## config.mk

```make
export PLATFORM = sky130hd
export DESIGN_NAME = nmea_rmc_sentence_parser_core
export DESIGN_NICKNAME = d
export VERILOG_FILES = /design/src/rtl/nrmc_pkg.sv /design/src/rtl/nmea_rmc_sentence_parser_core.sv
export SDC_FILE = /design/constraint.sdc
export NUM_CORES = 2
export LEC_CHECK = 0
export BUFFER_PORTS_ARGS = -buffer_cell sky130_fd_sc_hd__buf_4
export CORE_UTILIZATION = 41
export DETAILED_ROUTE_END_ITERATION = 16
export RECOVER_POWER = 50
export SETUP_SLACK_MARGIN = 0.05
export SYNTH_ARGS = -nofsm -noshare
export SYNTH_HDL_FRONTEND = slang
export SYNTH_SLANG_ARGS = --single-unit
```

## constraint.sdc

```tcl
create_clock -name clk -period 14.6 [get_ports clk]
set_input_delay 1.46 -clock clk [delete_from_list [all_inputs] [get_ports clk]]
set_output_delay 1.46 -clock clk [all_outputs]
set_load 0.05 [all_outputs]
```

## src/rtl/nrmc_pkg.sv

```systemverilog
// Package for the RMC sentence parser: character codes, field numbers,
// per-field scaling and saturation constants.
// No dependencies.
package nrmc_pkg;

  // Character codes used by the parser.
  localparam logic [7:0] ASCII_DOLLAR = 8'h24;
  localparam logic [7:0] ASCII_COMMA  = 8'h2C;
  localparam logic [7:0] ASCII_DOT    = 8'h2E;
  localparam logic [7:0] ASCII_ZERO   = 8'h30;
  localparam logic [7:0] ASCII_NINE   = 8'h39;
  localparam logic [7:0] ASCII_V      = 8'h56;

  // Header match positions. Values between these two count matched characters.
  localparam logic [2:0] HP_IDLE = 3'd0;
  localparam logic [2:0] HP_SYNC = 3'd1;
  localparam logic [2:0] HP_LAST = 3'd6;
  localparam logic [2:0] HP_BODY = 3'd7;

  // Field numbers within the sentence body.
  localparam logic [2:0] FLD_TIME   = 3'd0;
  localparam logic [2:0] FLD_STATUS = 3'd1;
  localparam logic [2:0] FLD_LAT    = 3'd2;
  localparam logic [2:0] FLD_LATDIR = 3'd3;
  localparam logic [2:0] FLD_LON    = 3'd4;
  localparam logic [2:0] FLD_LONDIR = 3'd5;
  localparam logic [2:0] FLD_SPEED  = 3'd6;
  localparam logic [2:0] FLD_TRACK  = 3'd7;

  // Output widths.
  localparam int LAT_W   = 27;
  localparam int LON_W   = 30;
  localparam int KNOTS_W = 20;
  localparam int SPEED_W = 31;
  localparam int TRACK_W = 17;
  localparam int ACC_W   = 30;

  // Saturation limits.
  localparam logic [ACC_W-1:0] ACC_CAP   = 30'd999999999;
  localparam logic [ACC_W-1:0] LAT_CAP   = 30'd99999999;
  localparam logic [ACC_W-1:0] LON_CAP   = 30'd999999999;
  localparam logic [ACC_W-1:0] SPEED_CAP = 30'd999999;
  localparam logic [ACC_W-1:0] TRACK_CAP = 30'd99999;

  // Knots to micro km/h.
  localparam logic [10:0] SPEED_FACTOR = 11'd1852;

  // Largest number of fraction digits any field keeps.
  localparam logic [2:0] MAX_FRAC = 3'd4;

  localparam int MAX_FIELD_CHARS_DEF = 11;

  // Expected header character at a given match position.
  function automatic logic [7:0] hdr_char(input logic [2:0] pos);
    logic [7:0] c;
    case (pos)
      3'd1:    c = 8'h47; // G
      3'd2:    c = 8'h50; // P
      3'd3:    c = 8'h52; // R
      3'd4:    c = 8'h4D; // M
      3'd5:    c = 8'h43; // C
      3'd6:    c = ASCII_COMMA;
      default: c = 8'h00;
    endcase
    return c;
  endfunction

  // Fraction digits kept by each numeric field.
  function automatic logic [2:0] frac_of(input logic [2:0] fld);
    logic [2:0] n;
    case (fld)
      FLD_LAT:   n = 3'd4;
      FLD_LON:   n = 3'd4;
      FLD_SPEED: n = 3'd3;
      FLD_TRACK: n = 3'd2;
      default:   n = 3'd0;
    endcase
    return n;
  endfunction

  // Saturation limit of each numeric field.
  function automatic logic [ACC_W-1:0] cap_of(input logic [2:0] fld);
    logic [ACC_W-1:0] c;
    case (fld)
      FLD_LAT:   c = LAT_CAP;
      FLD_LON:   c = LON_CAP;
      FLD_SPEED: c = SPEED_CAP;
      FLD_TRACK: c = TRACK_CAP;
      default:   c = '0;
    endcase
    return c;
  endfunction

  // Power of ten for the missing fraction digits.
  function automatic logic [13:0] pow10(input logic [2:0] k);
    logic [13:0] p;
    case (k)
      3'd0:    p = 14'd1;
      3'd1:    p = 14'd10;
      3'd2:    p = 14'd100;
      3'd3:    p = 14'd1000;
      3'd4:    p = 14'd10000;
      default: p = 14'd1;
    endcase
    return p;
  endfunction

endpackage

```

## src/rtl/nmea_rmc_sentence_parser_core.sv

```systemverilog
// RMC sentence parser: one received character per transfer, one fix result
// per complete (or void) sentence.
// Depends on nrmc_pkg.
//
//  channel | direction | handshake           | payload
//  --------+-----------+---------------------+------------------------------------------
//  rx      | in        | rx_valid / rx_stall | rx_byte
//  res     | out       | res_valid/res_stall | fix_valid, lat_value, lat_hemisphere,
//          |           |                     | lon_value, lon_hemisphere,
//          |           |                     | speed_kmh_micro, track_centideg
//
// One character is taken in every cycle while rx_stall is low. A character is held in the input
// register while the parse logic works on it; a result it causes is then loaded into the
// result register, which raises res_valid, and the result transfer is made from there.
// The longest path runs from the accumulator and fraction counter through the fraction
// scaling multiply (accumulator times a power of ten) and the saturation compare.
// Reset (rst, synchronous) returns to waiting for a dollar sign and clears all
// held fix values; no clearing pass is needed.
// A stalled result holds the parse stage, which in turn stalls rx once the input
// register is full; nothing is lost or repeated.
module nmea_rmc_sentence_parser_core
  import nrmc_pkg::*;
#(
  parameter int MAX_FIELD_CHARS = MAX_FIELD_CHARS_DEF
) (
  input  logic               clk,
  input  logic               rst,
  input  logic               rx_valid,
  output logic               rx_stall,
  input  logic [7:0]         rx_byte,
  output logic               res_valid,
  input  logic               res_stall,
  output logic               fix_valid,
  output logic [LAT_W-1:0]   lat_value,
  output logic [7:0]         lat_hemisphere,
  output logic [LON_W-1:0]   lon_value,
  output logic [7:0]         lon_hemisphere,
  output logic [SPEED_W-1:0] speed_kmh_micro,
  output logic [TRACK_W-1:0] track_centideg
);

  // Wide enough to hold MAX_FIELD_CHARS itself.
  localparam int CW = $clog2(MAX_FIELD_CHARS + 1);
  localparam logic [CW-1:0] CNT_MAX = CW'(MAX_FIELD_CHARS);

  // Input register.
  logic       byte_valid;
  logic [7:0] byte_q;

  // Parser state.
  logic [2:0]         hdr_pos, hdr_pos_next;
  logic [2:0]         fld, fld_next;
  logic [ACC_W-1:0]   acc, acc_next;
  logic [2:0]         seen, seen_next;
  logic               point, point_next;
  logic               stopped, stopped_next;
  logic [CW-1:0]      cnt, cnt_next;
  logic [LAT_W-1:0]   held_lat, held_lat_next;
  logic [7:0]         held_lat_hem, held_lat_hem_next;
  logic [LON_W-1:0]   held_lon, held_lon_next;
  logic [7:0]         held_lon_hem, held_lon_hem_next;
  logic [KNOTS_W-1:0] held_knots, held_knots_next;
  logic [TRACK_W-1:0] held_track, held_track_next;

  // Result register; speed is kept in thousandths of a knot and scaled on the way out.
  logic [KNOTS_W-1:0] res_knots;

  logic emit;
  logic emit_fix;
  logic advance;

  // The parse stage moves whenever a character is waiting and the result register is free or being emptied.
  assign advance  = byte_valid && !(res_valid && res_stall);
  assign rx_stall = byte_valid && !advance;

  always_ff @(posedge clk) begin
    if (rst) begin
      byte_valid <= 1'b0;
    end else if (!rx_stall) begin
      byte_valid <= rx_valid;
    end
    if (!rx_stall && rx_valid) begin
      byte_q <= rx_byte;
    end
  end

  // Number finishing: pad missing fraction digits with zeros, then saturate.
  logic [2:0]         frac_cur;
  logic [ACC_W-1:0]   cap_cur;
  logic [43:0]        scaled;
  logic [ACC_W-1:0]   finished;
  logic [33:0]        acc_mul;
  logic [ACC_W-1:0]   acc_digit;

  always_comb begin
    frac_cur  = frac_of(fld);
    cap_cur   = cap_of(fld);
    scaled    = 44'(acc) * 44'(pow10(frac_cur - seen));
    finished  = (scaled > 44'(cap_cur)) ? cap_cur : scaled[ACC_W-1:0];
    acc_mul   = (34'(acc) << 3) + (34'(acc) << 1) + 34'(4'(byte_q - ASCII_ZERO));
    acc_digit = (acc_mul > 34'(ACC_CAP)) ? ACC_CAP : acc_mul[ACC_W-1:0];
  end

  always_comb begin
    hdr_pos_next      = hdr_pos;
    fld_next          = fld;
    acc_next          = acc;
    seen_next         = seen;
    point_next        = point;
    stopped_next      = stopped;
    cnt_next          = cnt;
    held_lat_next     = held_lat;
    held_lat_hem_next = held_lat_hem;
    held_lon_next     = held_lon;
    held_lon_hem_next = held_lon_hem;
    held_knots_next   = held_knots;
    held_track_next   = held_track;
    emit              = 1'b0;
    emit_fix          = 1'b0;

    if (byte_q == ASCII_DOLLAR) begin
      // A dollar sign always restarts the header match.
      hdr_pos_next = HP_SYNC;
      fld_next     = FLD_TIME;
      acc_next     = '0;
      seen_next    = '0;
      point_next   = 1'b0;
      stopped_next = 1'b0;
      cnt_next     = '0;
    end else if (hdr_pos == HP_IDLE) begin
      // Waiting for a sentence start.
    end else if (hdr_pos != HP_BODY) begin
      if (byte_q == hdr_char(hdr_pos)) begin
        hdr_pos_next = hdr_pos + 3'd1;
        if (hdr_pos == HP_LAST) begin
          fld_next     = FLD_TIME;
          acc_next     = '0;
          seen_next    = '0;
          point_next   = 1'b0;
          stopped_next = 1'b0;
          cnt_next     = '0;
        end
      end else begin
        hdr_pos_next = HP_IDLE;
      end
    end else if (byte_q == ASCII_COMMA) begin
      case (fld)
        FLD_LAT:   held_lat_next   = finished[LAT_W-1:0];
        FLD_LON:   held_lon_next   = finished[LON_W-1:0];
        FLD_SPEED: held_knots_next = finished[KNOTS_W-1:0];
        FLD_TRACK: begin
          held_track_next = finished[TRACK_W-1:0];
          emit            = 1'b1;
          emit_fix        = 1'b1;
          hdr_pos_next    = HP_IDLE;
        end
        default: ;
      endcase
      if (fld != FLD_TRACK) begin
        fld_next     = fld + 3'd1;
        acc_next     = '0;
        seen_next    = '0;
        point_next   = 1'b0;
        stopped_next = 1'b0;
        cnt_next     = '0;
        // An empty direction field leaves its hemisphere at zero.
        if (fld == FLD_LAT) begin
          held_lat_hem_next = 8'h00;
        end
        if (fld == FLD_LON) begin
          held_lon_hem_next = 8'h00;
        end
      end
    end else if (fld == FLD_TIME) begin
      // The time field is skipped.
    end else if (fld == FLD_LATDIR || fld == FLD_LONDIR) begin
      // Only the first character of a direction field counts.
      if (cnt == '0) begin
        if (fld == FLD_LATDIR) begin
          held_lat_hem_next = byte_q;
        end else begin
          held_lon_hem_next = byte_q;
        end
        cnt_next = CW'(1);
      end
    end else if (cnt < CNT_MAX) begin
      cnt_next = cnt + 1'b1;
      if (fld == FLD_STATUS) begin
        // A void status ends the sentence with the held values.
        if (cnt == '0 && byte_q == ASCII_V) begin
          emit         = 1'b1;
          emit_fix     = 1'b0;
          hdr_pos_next = HP_IDLE;
        end
      end else if (!stopped) begin
        if (byte_q inside {[ASCII_ZERO:ASCII_NINE]}) begin
          // Extra fraction digits are dropped.
          if (!point || seen < frac_cur) begin
            acc_next = acc_digit;
            if (point) begin
              seen_next = seen + 3'd1;
            end
          end
        end else if (byte_q == ASCII_DOT && !point) begin
          point_next = 1'b1;
        end else begin
          stopped_next = 1'b1;
        end
      end
    end
  end

  always_ff @(posedge clk) begin
    if (rst) begin
      hdr_pos      <= HP_IDLE;
      fld          <= FLD_TIME;
      acc          <= '0;
      seen         <= '0;
      point        <= 1'b0;
      stopped      <= 1'b0;
      cnt          <= '0;
      held_lat     <= '0;
      held_lat_hem <= '0;
      held_lon     <= '0;
      held_lon_hem <= '0;
      held_knots   <= '0;
      held_track   <= '0;
      res_valid    <= 1'b0;
    end else begin
      if (advance) begin
        hdr_pos      <= hdr_pos_next;
        fld          <= fld_next;
        acc          <= acc_next;
        seen         <= seen_next;
        point        <= point_next;
        stopped      <= stopped_next;
        cnt          <= cnt_next;
        held_lat     <= held_lat_next;
        held_lat_hem <= held_lat_hem_next;
        held_lon     <= held_lon_next;
        held_lon_hem <= held_lon_hem_next;
        held_knots   <= held_knots_next;
        held_track   <= held_track_next;
      end
      if (advance && emit) begin
        res_valid <= 1'b1;
      end else if (!res_stall) begin
        res_valid <= 1'b0;
      end
    end
    if (advance && emit) begin
      fix_valid      <= emit_fix;
      lat_value      <= held_lat_next;
      lat_hemisphere <= held_lat_hem_next;
      lon_value      <= held_lon_next;
      lon_hemisphere <= held_lon_hem_next;
      res_knots      <= held_knots_next;
      track_centideg <= held_track_next;
    end
  end

  // Thousandths of a knot times 1852 gives micro km/h; it fits 31 bits.
  assign speed_kmh_micro = SPEED_W'(res_knots) * SPEED_W'(SPEED_FACTOR);

`ifndef SYNTHESIS
  // The input side only stalls while a character is waiting in the input register.
  a_stall_needs_byte: assert property (@(posedge clk) disable iff (rst)
    rx_stall |-> byte_valid)
    else $error("rx stalled with an empty input register");

  // A result only comes out of the sentence body.
  a_emit_in_body: assert property (@(posedge clk) disable iff (rst)
    (byte_valid && emit) |-> hdr_pos == HP_BODY)
    else $error("result emitted outside a sentence body");

  // A result that leaves the parse stage shows up on the port in the next cycle.
  a_emit_lands: assert property (@(posedge clk) disable iff (rst)
    (advance && emit) |=> res_valid)
    else $error("emitted result was lost");

  // The accumulator and fraction counter stay within their limits.
  a_acc_range: assert property (@(posedge clk) disable iff (rst)
    (acc <= ACC_CAP) && (seen <= MAX_FRAC))
    else $error("number accumulator out of range");
`endif

endmodule
```

==> impl_metrics.json <==
{
  "syn_area_per_cell_um2": 9.063,
  "vias": 23510,
  "clk_pin_slew_worst_paths_ns": 0.07,
  "fin_crit_sh_pct": 89.94,
  "yosys-top-cells-area": "fa_1, ha_1, edfxtp_1",
  "cp_top_family": "adder cells",
  "wl_met2_um": 38040,
  "hold_viol": 0,
  "required_ns": 14.82,
  "rows": 98,
  "cap_violations": 4,
  "ys.flop_type": "dfxtp_1",
  "worstMarginPinSlew_ns": 5.832,
  "routabilityCongestion": 0.9144,
  "path_buf_inv": 10,
  "yosys.area.top_type": "fa_1",
  "synthesis.instances": 3303,
  "yosysWarnings": 0,
  "detail_route.wl_per_cell_um": 18.62,
  "finalCriticalPeriod_ns": 13.13,
  "crit_slowest_cell": "nor3_4",
  "route.detailed.drc": 0,
  "netlist.area_leader.share_pct": 22.67,
  "cts-resized-gates": 0,
  "initial_core_util_pct": 41.66,
  "violations": "max-capacitance violations, max-slew violations",
  "ant_nets": 0,
  "min_path_type": "register to register",
  "postCtsSetupBuffers": 0,
  "synth-xor-area-share_pct": 2.370,
  "grt_pass1_vias": 23580,
  "routed.top_layer": "met4",
  "yosys.area_share.simple_pct": 15.34,
  "nNetsFinal": 4009,
  "cts_tree": "done",
  "drt_iter0_markers": 1620,
  "antenna_found_initial": 0,
  "status": "finished, violations left",
  "clk_latency_ns": 0.61,
  "final_core_util_pct": 45.22,
  "die_y_um": 272.2,
  "drt-pass1-iter-count": 5,
  "setup_ws_ns": 1.468,
  "dpl.hpwl_um": 63680,
  "synthMuxAreaShare_pct": 0.1672,
  "cts_buffers": 30,
  "synthAdderAreaFrac_pct": 35.46,
  "startpoint_type": "register",
  "crit_top_cell": "inv_1",
  "worst-setup-path-type": "register to register",
  "rsz0062_at_grt": "no",
  "setup_tns_ns": 0,
  "vdd.ir_drop.worst_mv": 0.07794,
  "finClkSkew_ns": 0.01857,
  "route.met3.wl_um": 3742,
  "synth_area_mm2": 0.02994,
  "cp-end-kind": "register",
  "synth-compound-area-share_pct": 15.29,
  "slew_headroom_pct": -288.8,
  "die_area_mm2": 0.07410,
  "crit_arrival_ns": 13.35,
  "fmax_mhz": 76.15,
  "setup_viol": 0,
  "vias_per_cell": 5.434,
  "synthMostInstantiatedCell": "inv_1",
  "critPathMaxStageDelay_ns": 0.87,
  "grt_max_degree": 132,
  "finalPower_mw": 1.610,
  "antennaDiodeCount": 0,
  "pre_cts_slack_ns": 1.600,
  "root_buffer": "clkbuf_16",
  "drive_gt1_share_pct": 5.273,
  "leakage_nw": 15.77,
  "totalWireLength_um": 80530,
  "met1Wirelength_um": 36920,
  "ys_seq_elements": 276,
  "cp_max_fo": 61,
  "ys_types": 81,
  "core_area_mm2": 0.07185,
  "synthTopCellsByCount": "inv_1, fa_1, ha_1",
  "clk_path_buf_depth": 3,
  "ioPinCount": 136,
  "grt_pass1_wl_um": 129900,
  "portBuffers": 133,
  "synth-seq-area-share_pct": 22.44,
  "grt-ovfl-total": 0,
  "grt_usage_pct": 21.79,
  "powerDensity_mw_per_mm2": 49.56,
  "die_x_um": 272.2,
  "synth_async_sr_flop_share_pct": 0,
  "maxSlewViolCount": 300,
  "syn_to_final_growth_pct": 8.543,
  "synth_edf_count": 119,
  "synth_top_family_by_area": "adder cells",
  "clock-sinks": 276,
  "h-tree-depth": 1,
  "hold_buffers": 0
}
[sequential cells by signal, indices dropped and copies added (netlist names), 3 cells and up]
| signal | cells |
|---|---|
| acc | 30 |
| byte_q | 8 |
| cnt | 4 |
| fld | 3 |
| hdr_pos | 3 |
| held_knots | 20 |
| held_lat | 27 |
| held_lat_hem | 8 |
| held_lon | 30 |
| held_lon_hem | 8 |
| held_track | 17 |
| lat_hemisphere | 8 |
| lat_value | 27 |
| lon_hemisphere | 8 |
| lon_value | 30 |
| res_knots | 20 |
| seen | 3 |
| track_centideg | 17 |
[report_power, final]
part	leakage (nW)	internal, mW	switching (mW)	total [mW]
clock	0.495	0.447	0.334	0.782
combinational	12.6	0.00659	0.0146	0.0212
sequential	2.63	0.801	0.00626	0.807
total	15.8	1.26	0.355	1.61
[worst reg2reg max path: cells and delay by family (launching register included)]
kind | cells | cell delay [ns]
AND/OR/NAND/NOR | 13 | 3.90
XOR/XNOR | 1 | 0.72
buffers and inverters | 10 | 1.64
flip-flops | 1 | 0.40
adder cells (fa/ha/maj) | 11 | 4.50
AO/OA/AOI/OAI | 9 | 1.59
[cells in the final DEF (no fill, tap or decap), types with 21 or more instances in the layout]
master / instances
clkbuf_1: 106
buf_4: 57
o211ai_1: 31
inv_1: 548
o21a_1: 32
nand3b_1: 34
xnor2_1: 52
nor3_1: 41
nand2b_1: 28
nand2_1: 285
and2_1: 68
a31oi_1: 52
a21oi_1: 130
fa_1: 338
ha_1: 306
and3_1: 50
nor2_1: 236
edfxtp_1: 119
nand3_1: 41
xor2_1: 26
a211oi_1: 46
or3_1: 21
o21ai_0: 96
nand4_1: 44
dfxtp_1: 157
nor2b_1: 25
o31ai_1: 32
a21o_1: 43
a311oi_1: 45
clkbuf_16: 30
[path summary, 6_finish.rpt]
path	start	to	slack, ns	cells past startpoint
hold / removal	held_track[12]	held_track[12]	0.45	2
setup reg to reg	fld[0]	held_lon[29]	1.47	44
setup / recovery	fld[0]	held_lon[29]	1.47	44
hold reg to reg	held_track[12]	held_track[12]	0.45	2
[layer usage]
layer,global-route usage (%),vias up
li1,-,11290
met1,30.32,11490
met2,36.68,615
met3,2.072,113
met4,4.613,0
met5,0,-
[layout make-up]
cell class	instances	area, um^2
clock inverters	14	162.7
flip-flops and latches	276	6716
multi-input cells	2330	20640
fillers	7200	39360
well taps	950	1189
clock buffers	42	855.8
inverters	548	2057
repair buffers	166	870.8
[per-stage QoR]
step                      hold WS [ns]  instances  area [um^2]
final                           0.4530       4326        32490
after CTS                       0.4550       4326        32880
after floorplan                 0.4321       3304        29940
after detailed placement        0.4479       4270        31860
after global routing            0.4710       4326        32490
after global placement          0.4426       4270        31860
[cells by family after synthesis]
family,count (synthesis)
buf+inv,698
mux,5
other cells,1
compound gates,663
fa+ha+maj,645
flops,276
simple gates,934
xor+xnor,81
(Power assumes the default switching activity.)
